### src/hw/rtl/mmdf_pkg.sv
// ----------------------------------------------------------------------------
// mmdf_pkg
// Shared constants for the moving mean deadband filter: field widths,
// register indexes and reset values.
// ----------------------------------------------------------------------------
package mmdf_pkg;

    localparam int WINDOW_DEPTH_DEF = 64;
    localparam int SAMPLE_BITS_DEF  = 16;

    localparam int THR_BITS      = 16;
    localparam int THR_FRAC_BITS = 16;
    localparam int WLEN_BITS     = 7;

    localparam int CFG_IDX_BITS  = 2;
    localparam int CFG_DATA_BITS = 16;

    localparam logic [CFG_IDX_BITS-1:0] CFG_REL_THRESHOLD = 2'd0;
    localparam logic [CFG_IDX_BITS-1:0] CFG_WINDOW_LENGTH = 2'd1;

    localparam logic [THR_BITS-1:0]  REL_THRESHOLD_RST = 16'd3277;
    localparam logic [WLEN_BITS-1:0] WINDOW_LENGTH_RST = 7'd16;

endpackage

### src/hw/rtl/moving_mean_deadband_filter_unit.sv
// ----------------------------------------------------------------------------
// moving_mean_deadband_filter_unit
// Relative deadband filter: flags a sample that lies within a Q0.16
// fraction of the mean of the previous window of samples.
//
//   channel  direction  handshake             payload
//   in       input      in_valid / in_stall   sample
//   out      output     out_valid / out_stall suppress
//   cfg      input      cfg_valid / cfg_ready cfg_index, cfg_data
//
// one word per cycle sustained while out_stall is low; path to the result:
// input register, one pass of window update and compare, result register
// in_stall rises only when both the input and result registers are full
// reset empties the window and loads threshold 3277 and window length 16
// a window length write empties the window; cfg_ready is always high
// ----------------------------------------------------------------------------
module moving_mean_deadband_filter_unit
    import mmdf_pkg::*;
#(
    parameter int WINDOW_DEPTH = WINDOW_DEPTH_DEF,
    parameter int SAMPLE_BITS  = SAMPLE_BITS_DEF
)
(
    input  logic                          clk,
    input  logic                          rst_n,
    input  logic                          in_valid,
    output logic                          in_stall,
    input  logic signed [SAMPLE_BITS-1:0] sample,
    output logic                          out_valid,
    input  logic                          out_stall,
    output logic                          suppress,
    input  logic                          cfg_valid,
    output logic                          cfg_ready,
    input  logic [CFG_IDX_BITS-1:0]       cfg_index,
    input  logic [CFG_DATA_BITS-1:0]      cfg_data
);

    localparam int SLOT_BITS = (WINDOW_DEPTH > 1) ? $clog2(WINDOW_DEPTH) : 1;
    localparam int CNT_BITS  = $clog2(WINDOW_DEPTH + 1);
    localparam int SUM_BITS  = SAMPLE_BITS + SLOT_BITS;

    logic [THR_BITS-1:0]           thr_reg;
    logic [WLEN_BITS-1:0]          wlen_reg;
    logic                          cfg_fire;
    logic                          clear;

    logic                          s1_valid_reg;
    logic signed [SAMPLE_BITS-1:0] s1_sample_reg;
    logic                          res_valid_reg;
    logic                          suppress_reg;

    logic                          res_load;
    logic                          s1_advance;
    logic                          in_fire;

    logic signed [SUM_BITS-1:0]    win_sum;
    logic [CNT_BITS-1:0]           win_fill;
    logic                          flag;

    assign cfg_ready = 1'b1;
    assign cfg_fire  = cfg_valid && cfg_ready;
    assign clear     = cfg_fire && (cfg_index == CFG_WINDOW_LENGTH);

    always_ff @(posedge clk or negedge rst_n)
    begin
        if (!rst_n)
        begin
            thr_reg  <= REL_THRESHOLD_RST;
            wlen_reg <= WINDOW_LENGTH_RST;
        end
        else if (cfg_fire)
        begin
            case (cfg_index)
                CFG_REL_THRESHOLD: thr_reg  <= cfg_data[THR_BITS-1:0];
                CFG_WINDOW_LENGTH: wlen_reg <= cfg_data[WLEN_BITS-1:0];
                default:           ;
            endcase
        end
    end

    assign res_load   = !res_valid_reg || !out_stall;
    assign s1_advance = s1_valid_reg && res_load;
    assign in_stall   = s1_valid_reg && !res_load;
    assign in_fire    = in_valid && !in_stall;

    always_ff @(posedge clk or negedge rst_n)
    begin
        if (!rst_n)
        begin
            s1_valid_reg  <= 1'b0;
            res_valid_reg <= 1'b0;
        end
        else
        begin
            if (in_fire || s1_advance)
            begin
                s1_valid_reg <= in_fire;
            end
            if (res_load)
            begin
                res_valid_reg <= s1_advance;
            end
        end
    end

    always_ff @(posedge clk)
    begin
        if (in_fire)
        begin
            s1_sample_reg <= sample;
        end
        if (s1_advance)
        begin
            suppress_reg <= flag;
        end
    end

    mmdf_window #(
        .WINDOW_DEPTH (WINDOW_DEPTH),
        .SAMPLE_BITS  (SAMPLE_BITS)
    ) u_window (
        .clk           (clk),
        .rst_n         (rst_n),
        .clear         (clear),
        .window_length (wlen_reg),
        .push          (s1_advance),
        .sample        (s1_sample_reg),
        .sum           (win_sum),
        .fill          (win_fill)
    );

    mmdf_decide #(
        .WINDOW_DEPTH (WINDOW_DEPTH),
        .SAMPLE_BITS  (SAMPLE_BITS)
    ) u_decide (
        .sample        (s1_sample_reg),
        .sum           (win_sum),
        .fill          (win_fill),
        .rel_threshold (thr_reg),
        .suppress      (flag)
    );

    assign out_valid = res_valid_reg;
    assign suppress  = suppress_reg;

    a_stall_needs_word: assert property (@(posedge clk) disable iff (!rst_n)
        in_stall |-> s1_valid_reg && res_valid_reg)
        else $error("input stalled with free pipeline slot");

    a_held_result: assert property (@(posedge clk) disable iff (!rst_n)
        res_valid_reg && out_stall |=> res_valid_reg && $stable(suppress_reg))
        else $error("stalled result lost");

    a_advance_fills_result: assert property (@(posedge clk) disable iff (!rst_n)
        s1_advance |=> res_valid_reg)
        else $error("advanced word missing from result register");

endmodule

### src/hw/rtl/mmdf_window.sv
// ----------------------------------------------------------------------------
// mmdf_window
// Sample ring, running sum, fill count and write slot. The ring entry that
// the next word will retire is read ahead into a register, with a bypass
// for a one-entry window.
// ----------------------------------------------------------------------------
module mmdf_window
    import mmdf_pkg::*;
#(
    parameter int WINDOW_DEPTH = WINDOW_DEPTH_DEF,
    parameter int SAMPLE_BITS  = SAMPLE_BITS_DEF,
    localparam int SLOT_BITS   = (WINDOW_DEPTH > 1) ? $clog2(WINDOW_DEPTH) : 1,
    localparam int CNT_BITS    = $clog2(WINDOW_DEPTH + 1),
    localparam int SUM_BITS    = SAMPLE_BITS + SLOT_BITS
)
(
    input  logic                          clk,
    input  logic                          rst_n,
    input  logic                          clear,
    input  logic [WLEN_BITS-1:0]          window_length,
    input  logic                          push,
    input  logic signed [SAMPLE_BITS-1:0] sample,
    output logic signed [SUM_BITS-1:0]    sum,
    output logic [CNT_BITS-1:0]           fill
);

    logic signed [SAMPLE_BITS-1:0] ring_mem [WINDOW_DEPTH];
    logic signed [SAMPLE_BITS-1:0] oldest_reg;

    logic signed [SUM_BITS-1:0] sum_reg;
    logic signed [SUM_BITS-1:0] sum_next;
    logic [CNT_BITS-1:0]        fill_reg;
    logic [CNT_BITS-1:0]        fill_next;
    logic [SLOT_BITS-1:0]       slot_reg;
    logic [SLOT_BITS-1:0]       slot_next;

    logic [CNT_BITS-1:0]        len_eff;
    logic [SLOT_BITS:0]         slot_inc;
    logic                       full;

    always_comb
    begin
        if (window_length == '0)
        begin
            len_eff = CNT_BITS'(1);
        end
        else if (32'(window_length) > WINDOW_DEPTH)
        begin
            len_eff = CNT_BITS'(WINDOW_DEPTH);
        end
        else
        begin
            len_eff = CNT_BITS'(window_length);
        end
    end

    assign full     = 32'(fill_reg) >= 32'(len_eff);
    assign slot_inc = {1'b0, slot_reg} + (SLOT_BITS+1)'(1);

    always_comb
    begin
        sum_next  = sum_reg;
        fill_next = fill_reg;
        slot_next = slot_reg;
        if (clear)
        begin
            sum_next  = '0;
            fill_next = '0;
            slot_next = '0;
        end
        else if (push)
        begin
            if (full)
            begin
                sum_next = sum_reg - SUM_BITS'(oldest_reg) + SUM_BITS'(sample);
            end
            else
            begin
                sum_next  = sum_reg + SUM_BITS'(sample);
                fill_next = fill_reg + CNT_BITS'(1);
            end
            if (32'(slot_inc) >= 32'(len_eff))
            begin
                slot_next = '0;
            end
            else
            begin
                slot_next = slot_inc[SLOT_BITS-1:0];
            end
        end
    end

    always_ff @(posedge clk or negedge rst_n)
    begin
        if (!rst_n)
        begin
            sum_reg  <= '0;
            fill_reg <= '0;
            slot_reg <= '0;
        end
        else
        begin
            sum_reg  <= sum_next;
            fill_reg <= fill_next;
            slot_reg <= slot_next;
        end
    end

    // ring write and read-ahead of the entry at the next slot
    always_ff @(posedge clk)
    begin
        if (push && !clear)
        begin
            ring_mem[slot_reg] <= sample;
        end
        if (push && !clear && (slot_reg == slot_next))
        begin
            oldest_reg <= sample;
        end
        else
        begin
            oldest_reg <= ring_mem[slot_next];
        end
    end

    assign sum  = sum_reg;
    assign fill = fill_reg;

    a_fill_in_window: assert property (@(posedge clk) disable iff (!rst_n)
        32'(fill_reg) <= 32'(len_eff))
        else $error("fill count beyond window length");

    a_slot_in_window: assert property (@(posedge clk) disable iff (!rst_n)
        32'(slot_reg) < 32'(len_eff))
        else $error("write slot beyond window length");

    a_clear_empties: assert property (@(posedge clk) disable iff (!rst_n)
        clear |=> (fill_reg == '0) && (sum_reg == '0))
        else $error("window not emptied after clear");

    a_empty_sum_zero: assert property (@(posedge clk) disable iff (!rst_n)
        (fill_reg == '0) |-> (sum_reg == '0))
        else $error("nonzero sum in empty window");

endmodule

### src/hw/rtl/mmdf_decide.sv
// ----------------------------------------------------------------------------
// mmdf_decide
// Cross-multiplied deadband test of one sample against the window mean:
// |sum - sample*fill| * 2^16 <= threshold * sum; negative sum always flags.
// ----------------------------------------------------------------------------
module mmdf_decide
    import mmdf_pkg::*;
#(
    parameter int WINDOW_DEPTH = WINDOW_DEPTH_DEF,
    parameter int SAMPLE_BITS  = SAMPLE_BITS_DEF,
    localparam int SLOT_BITS   = (WINDOW_DEPTH > 1) ? $clog2(WINDOW_DEPTH) : 1,
    localparam int CNT_BITS    = $clog2(WINDOW_DEPTH + 1),
    localparam int SUM_BITS    = SAMPLE_BITS + SLOT_BITS,
    localparam int DIFF_BITS   = SAMPLE_BITS + CNT_BITS + 1,
    localparam int CMP_BITS    = DIFF_BITS + THR_FRAC_BITS
)
(
    input  logic signed [SAMPLE_BITS-1:0] sample,
    input  logic signed [SUM_BITS-1:0]    sum,
    input  logic [CNT_BITS-1:0]           fill,
    input  logic [THR_BITS-1:0]           rel_threshold,
    output logic                          suppress
);

    logic signed [DIFF_BITS-1:0]      prod_xc;
    logic signed [DIFF_BITS-1:0]      diff;
    logic [DIFF_BITS-1:0]             mag;
    logic [CMP_BITS-1:0]              lhs;
    logic [THR_BITS+SUM_BITS-2:0]     rhs;

    assign prod_xc = DIFF_BITS'(sample) * DIFF_BITS'($signed({1'b0, fill}));
    assign diff    = DIFF_BITS'(sum) - prod_xc;
    assign mag     = diff[DIFF_BITS-1] ? DIFF_BITS'(-diff) : DIFF_BITS'(diff);
    assign lhs     = {mag, {THR_FRAC_BITS{1'b0}}};
    assign rhs     = rel_threshold * sum[SUM_BITS-2:0];

    always_comb
    begin
        if ((fill == '0) || (sum == '0))
        begin
            suppress = 1'b0;
        end
        else if (sum[SUM_BITS-1])
        begin
            suppress = 1'b1;
        end
        else
        begin
            suppress = lhs <= CMP_BITS'(rhs);
        end
    end

endmodule
### config.mk
export PLATFORM = sky130hd
export DESIGN_NAME = moving_mean_deadband_filter_unit
export DESIGN_NICKNAME = d
export VERILOG_FILES = /design/src/hw/rtl/mmdf_pkg.sv /design/src/hw/rtl/moving_mean_deadband_filter_unit.sv /design/src/hw/rtl/mmdf_window.sv /design/src/hw/rtl/mmdf_decide.sv
export SDC_FILE = /design/constraint.sdc
export NUM_CORES = 2
export LEC_CHECK = 0
export ABC_CLOCK_PERIOD_IN_PS = 11000
export BUFFER_PORTS_ARGS = -buffer_cell sky130_fd_sc_hd__buf_2
export CELL_PAD_IN_SITES_DETAIL_PLACEMENT = 1
export CELL_PAD_IN_SITES_GLOBAL_PLACEMENT = 1
export CORE_MARGIN = 10
export CORE_UTILIZATION = 49
export DETAILED_ROUTE_END_ITERATION = 8
export GPL_ROUTABILITY_DRIVEN = 0
export PLACE_DENSITY_LB_ADDON = 0.1
export REMOVE_ABC_BUFFERS = 1
export SETUP_SLACK_MARGIN = 0.3
export SLEW_MARGIN = 0
export SYNTH_ARGS = -nofsm -noshare
export SYNTH_HDL_FRONTEND = slang
export SYNTH_SLANG_ARGS = --single-unit
### constraint.sdc
create_clock -name clk -period 11 [get_ports clk]
set_input_delay 1.65 -clock clk [delete_from_list [all_inputs] [get_ports clk]]
set_output_delay 1.65 -clock clk [all_outputs]
set_load 0.01 [all_outputs]
# After elaboration in Yosys (flattened, before gate mapping)
# Memories as Yosys holds them, arrays and structs flattened. A register that Yosys moved wholly into a read port is not among the register bits.
# Cells that the tools add are included.
[op_classes]
add_sub_neg = 7
mul = 2
order_cmp = 4
n_eq_ne = 2
muxes = 15
n_reduce_logical = 21
[op_table]
columns = ["op", "count"]
rows = [
  ["22-bit two-way mux", 3],
  ["22-bit by 16-bit adder with 22-bit output", 2],
  ["40-bit by 37-bit <= comparator with 1-bit output", 1],
  ["16-bit by 21-bit multiplier with 37-bit output", 1],
  ["7-bit two-way mux", 5],
  ["16-bit by 8-bit multiplier with 24-bit output", 1],
  ["24-bit two-way mux", 1],
  ["24-bit negator", 1],
  ["22-bit by 24-bit subtractor with 24-bit output", 1],
  ["22-bit logical NOT", 1],
  ["22-bit by 16-bit subtractor with 22-bit output", 1],
  ["6-bit two-way mux", 3],
  ["7-bit >= comparator", 2],
  ["7-bit logical NOT", 2],
  ["6-bit by 1-bit adder with 7-bit output, second input constant", 1],
  ["7-bit by 1-bit adder with 7-bit output, second input constant", 1],
  ["7-bit greater-than comparator, second input constant", 1],
  ["2-bit AND reduction", 3],
  ["1-bit logical AND", 5],
  ["1-bit logical NOT", 5],
  ["1-bit logical OR", 3],
  ["1-bit two-way mux", 3],
  ["2-bit by 1-bit == test with 1-bit output, second input constant", 1],
  ["2-bit logical NOT", 1],
  ["2 further kinds", 2],
]
[totals]
mem_bits_rw = 1024
output_inout_bits = 4
ff_bits = 77
n_memories = 1
word_cells = 61
[mem_list]
columns = ["name", "depth", "width", "rd", "rd_ports_with_merged_regs", "wr", "line", "source"]
rows = [
  ["u_window.ring_mem", 64, 16, 1, 1, 1, "mmdf_window.sv:27", "logic signed [SAMPLE_BITS-1:0] ring_mem [WINDOW_DEPTH];"],
]

# Longest topological paths before layout
[logic_depth]
ltp_word = 7
depth_mapped = 36
mapped_depth_nobuf = 34

# By module
# Synthesis repeated with hierarchy kept, for this count alone.
[unflattened]
cells_unflattened = 4234
hier_area_um2 = 62348.5
[modules_own_cells]
columns = ["mod", "area_per_inst_um2", "cells_per_inst", "n_inst", "seq_area_each_um2"]
rows = [
  ["mmdf_window", 43840.8, 2120, 1, 31745.4],
  ["mmdf_decide", 17013.8, 2037, 1, 0.0],
  ["moving_mean_deadband_filter_unit", 1493.9, 77, 1, 1146.1],
]

# Worst setup path after synthesis
# Ideal clock, no wire load.
[synth_timing]
path_type = "flip-flop to flip-flop"
start = "reg s1_sample_reg[15]"
end = "reg suppress_reg, in the netlist suppress, data pin"
path_slack_ns = 2.151
path_stages_with_launch = 31
synth_period_minus_slack_ns = 8.849
t_arrival_ns = 8.697
setup_ns = 0.152
t_required_ns = 10.848
n_path_buf = 2
path_cell_list = "edfxtp_1 -> clkinv_1 -> nor2_1 -> fa_1 -> fa_1 -> inv_1 -> fa_1 -> inv_1 -> fa_1 -> fa_1 -> inv_1 -> ha_1 -> clkbuf_1 -> a211oi_1 -> o2bb2ai_1 -> a41oi_1 -> a31oi_1 -> mux2i_1 -> or2_2 -> buf_2 -> o31a_1 -> xnor2_1 -> ha_1 -> nor4b_1 -> nand4_1 -> nor4_1 -> o211ai_1 -> nor4_1 -> nand4_1 -> a21o_1 -> o22ai_1"
[synth_between]
elab_chain_len = 6
[synth_rtl]
columns = ["element", "line", "source"]
rows = [
  ["from (decl)", "moving_mean_deadband_filter_unit.sv:48", "logic signed [SAMPLE_BITS-1:0] s1_sample_reg;"],
  ["from (signal assigned)", "moving_mean_deadband_filter_unit.sv:110", "s1_sample_reg <= sample;"],
  ["16-bit by 8-bit multiplier with 24-bit output *", "mmdf_decide.sv:31", "assign prod_xc = DIFF_BITS'(sample) * DIFF_BITS'($signed({1'b0, fill}));"],
  ["22-bit by 24-bit subtractor with 24-bit output *", "mmdf_decide.sv:32", "assign diff = DIFF_BITS'(sum) - prod_xc;"],
  ["24-bit negator", "mmdf_decide.sv:33", "assign mag = diff[DIFF_BITS-1] ? DIFF_BITS'(-diff) : DIFF_BITS'(diff);"],
  ["24-bit two-way mux *", "mmdf_decide.sv:33", ""],
  ["40-bit by 37-bit <= comparator with 1-bit output *", "mmdf_decide.sv:49", "suppress = lhs <= CMP_BITS'(rhs);"],
  ["1-bit two-way mux *", "mmdf_decide.sv:43", "else if (sum[SUM_BITS-1])"],
  ["to (signal assigned)", "moving_mean_deadband_filter_unit.sv:114", "suppress_reg <= flag;"],
  ["to (decl)", "moving_mean_deadband_filter_unit.sv:50", "logic suppress_reg;"],
]
# Every way passes the cells marked *; elsewhere a longest branch is shown, timed or not.
# A chain may end at the register's enable or synchronous reset.

# Final worst setup path
[layout_timing]
start = "reg u_window.sum_reg[7], in the netlist u_window.sum[7]"
end = "reg suppress_reg, in the netlist suppress, data pin"
[layout_between]
elab_chain_len = 5
[layout_rtl]
columns = ["element", "line", "source"]
rows = [
  ["from (decl)", "mmdf_window.sv:30", "logic signed [SUM_BITS-1:0] sum_reg;"],
  ["from (signal assigned)", "mmdf_window.sv:103", "sum_reg <= sum_next;"],
  ["22-bit by 24-bit subtractor with 24-bit output", "mmdf_decide.sv:32", ""],
  ["24-bit negator", "mmdf_decide.sv:33", ""],
  ["24-bit two-way mux", "mmdf_decide.sv:33", ""],
  ["40-bit by 37-bit <= comparator with 1-bit output", "mmdf_decide.sv:49", ""],
  ["1-bit two-way mux", "mmdf_decide.sv:43", ""],
]
# Parallel ways exist; a longest one is shown, timed or not.

==> out/qor.txt <==
Final Util -> 54.5%
Design Area, Final -> 68700 um2
I/O Pins -> 43
Max-cap violations -> 0
Worst Path Required -> 11.56 ns
# port buffers -> 41
Yosys reg bits -> 1107
GRT Residual Overflow -> 0
Residual DRC count -> 0
Post-synth cell types -> 93
Register area share after synthesis -> 52.7%
Post-synth top area share -> 50.1%
Critical path depth in cells -> 30
Clk pin slew, worst setup/hold paths -> 0.07 ns
Worst path arrival time -> 9.55 ns
Initial antenna violation count -> 11
CTS Sinks -> 1107
Area Overhead vs Synth -> 10.0%
Worst r2r dst -> suppress
Min Tclk post-route -> 8.99 ns
Placed cell area -> 65000 um2
FF-to-FF Start -> u_window.sum[7]
Post-CTS setup buffers -> 0
Largest register FFs -> 1024
Worst R2R Path Depth -> 30
Largest net degree at the start of global routing -> 117
Via/cell ratio -> 5.89
Setup CP Type -> reg2reg
CTS Hold Buffers Added -> 0
Vias in the first global route -> 39042
Clock skew -> 0.0404 ns
Non-Filler Instances -> 6096
Starting Density -> 49.5%
Crit path top cell by count -> fa_1
Critical Path Sink -> suppress
First-pass GRT wire length -> 263000 um
Post-route ant nets -> 0
Fraction of registers with async set/reset -> 5.42%
Overall die height -> 377 um
Synth area leader -> edfxtp_1
CP startpoint -> u_window.sum[7]
DIE AREA -> 142000 um2
Post-synth top flop -> edfxtp_1
CTS Buffer Depth -> 3
CP delay by family, top -> adder cells
Count leader, synth -> edfxtp_1
HPWL after DPL -> 122000 um
Post-Synthesis Cells -> 4266
Worst-path maximum fanout -> 19
Buf/Inv on CP -> 4
Final wirelength -> 175000 um
Final Hold Viols -> 0
Hold crit path type -> reg2reg
Maximum clock rate -> 111 MHz
Num CTS Buffers -> 111
Mapped Area -> 62400 um2
Largest stage delay, worst path -> 1.11 ns
Status -> finished, final reports clean
Clk Latency, worst-skew pair -> 0.73 ns
Hold slack final -> 0.502 ns
Die Width -> 377 um
Post-DR wirelength/cell -> 28.6 um
Post-synth top cells -> edfxtp_1, inv_1, fa_1, nand2_1, mux4_2
Slew Viols, Final -> 0
GRT Overall Usage -> 25.0%
CTS tree -> yes
Drt first pass iters -> 5
Worst slew margin -> 21.8%
Post-CTS Resized -> 0
Share of cells above drive strength 1 -> 16.9%
Setup-failing EPs final -> 0
Internal reg-to-reg setup slack -> 2.01 ns
Crit start category -> flip-flop
Cell with the biggest individual delay on the critical path -> dfrtp_1
Nets@finish -> 5024
Root buffer cell -> clkbuf_16
Mean Syn Cell Area -> 14.6 um2
Row cnt -> 130
Via count -> 35915
Worst slew pin tran -> 1.16 ns
Tcrit/Tclk final -> 81.7%
Post-synth EDFFs -> 1041
Placed Cells -> 5889
Initial drt markers -> 3124
H-Tree Depth -> 3
Worst setup EP type -> flip-flop
Largest cells by area after synthesis -> edfxtp_1, fa_1, mux4_2, ha_1, inv_1
Core area -> 126000 um2
RSZ-0062 raised after global routing -> no
Synth Warn # -> 0
area by class of cell:
type | count | area [um2]
tap | 1650 | 2060
clock inverter | 73 | 805
inverter | 563 | 2110
fill | 12035 | 57400
timing repair buffer | 173 | 1240
multi-input combinational | 2396 | 26700
sequential | 1107 | 32900
clock buffer | 131 | 2870
antenna | 3 | 7.51
metrics by stage:
stage               setup slack [ns]  setup TNS, ns
floorplan                      -4.08         -73.19
global route                    1.55              0
CTS                             1.84              0
detailed placement              1.86              0
global placement                2.11              0
finish                          2.01              0
routing by layer:
layer | share of wire [%] | vias up | track usage (%)
met5 | 0.0057 | - | 0
met4 | 2.7 | 2 | 7.14
met3 | 4.9 | 208 | 2.85
met2 | 50 | 979 | 42.2
met1 | 43 | 19254 | 34.2
li1 | - | 15472 | -
cell families (layout without fill, tap and decap cells):
kind of cell               Yosys count  in the layout  share of synthesized area [%]
DFF                               1107           1107                           52.7
and+or+nand+nor                    905            905                           6.90
buffers and inverters              763            940                           4.66
adders and majority gates          633            633                           17.4
AOI/OAI and AO/OA                  389            389                           4.28
muxes                              362            362                           12.6
xor gates and xnor gates           106            106                           1.49
other                                1              4                        0.00601
worst min path at each step:
| stage | start | end | slack [ns] | cells past startpoint |
|---|---|---|---|---|
| floorplan | wlen_reg[0] | wlen_reg[0] | 0.45 | 2 |
| global placement | wlen_reg[4] | wlen_reg[4] | 0.48 | 2 |
| detailed placement | wlen_reg[4] | wlen_reg[4] | 0.48 | 2 |
| CTS | wlen_reg[4] | wlen_reg[4] | 0.49 | 2 |
| global route | s1_valid_reg | out_valid | 0.53 | 1 |
| finish | wlen_reg[4] | wlen_reg[4] | 0.50 | 2 |
layout by cell type (no fill, tap or decap), types with 8 or more instances in the layout:
| master | Yosys | layout |
|---|---|---|
| and2_1 | 177 | 177 |
| edfxtp_1 | 1041 | 1041 |
| ha_1 | 244 | 244 |
| nand3_1 | 26 | 26 |
| clkbuf_16 | 0 | 112 |
| buf_2 | 9 | 40 |
| nand2b_1 | 17 | 17 |
| o21bai_1 | 8 | 8 |
| and3_1 | 10 | 10 |
| a211oi_1 | 16 | 16 |
| clkinv_1 | 4 | 27 |
| xor2_1 | 33 | 33 |
| o21ai_0 | 71 | 71 |
| xnor2_1 | 73 | 73 |
| bufinv_16 | 0 | 14 |
| mux2_2 | 20 | 20 |
| a21oi_1 | 92 | 92 |
| o211ai_1 | 11 | 11 |
| fa_1 | 389 | 389 |
| o21a_1 | 25 | 25 |
| nor2_1 | 193 | 172 |
| or3_1 | 12 | 12 |
| dfrtp_1 | 52 | 52 |
| clkbuf_1 | 149 | 19 |
| nor3_1 | 25 | 25 |
| nand4_1 | 15 | 15 |
| buf_4 | 2 | 130 |
| nor4_1 | 21 | 21 |
| nand2_1 | 363 | 363 |
| a31oi_1 | 18 | 18 |
| inv_1 | 559 | 559 |
| a311oi_1 | 10 | 10 |
| mux4_2 | 336 | 336 |
| dfstp_2 | 8 | 8 |
| nor2_2 | 0 | 21 |
| a21o_1 | 58 | 58 |
| clkinv_2 | 0 | 20 |
worst min-delay path, delay by kind of cell (launching register included):
| family | cells | cell delay, ns |
|---|---|---|
| AND/OR/NAND/NOR | 2 | 0.11 |
| flip-flops | 1 | 0.39 |
Power is not shown: default switching activity piles up to over one toggle a cycle in this logic, so the estimate is an artifact.
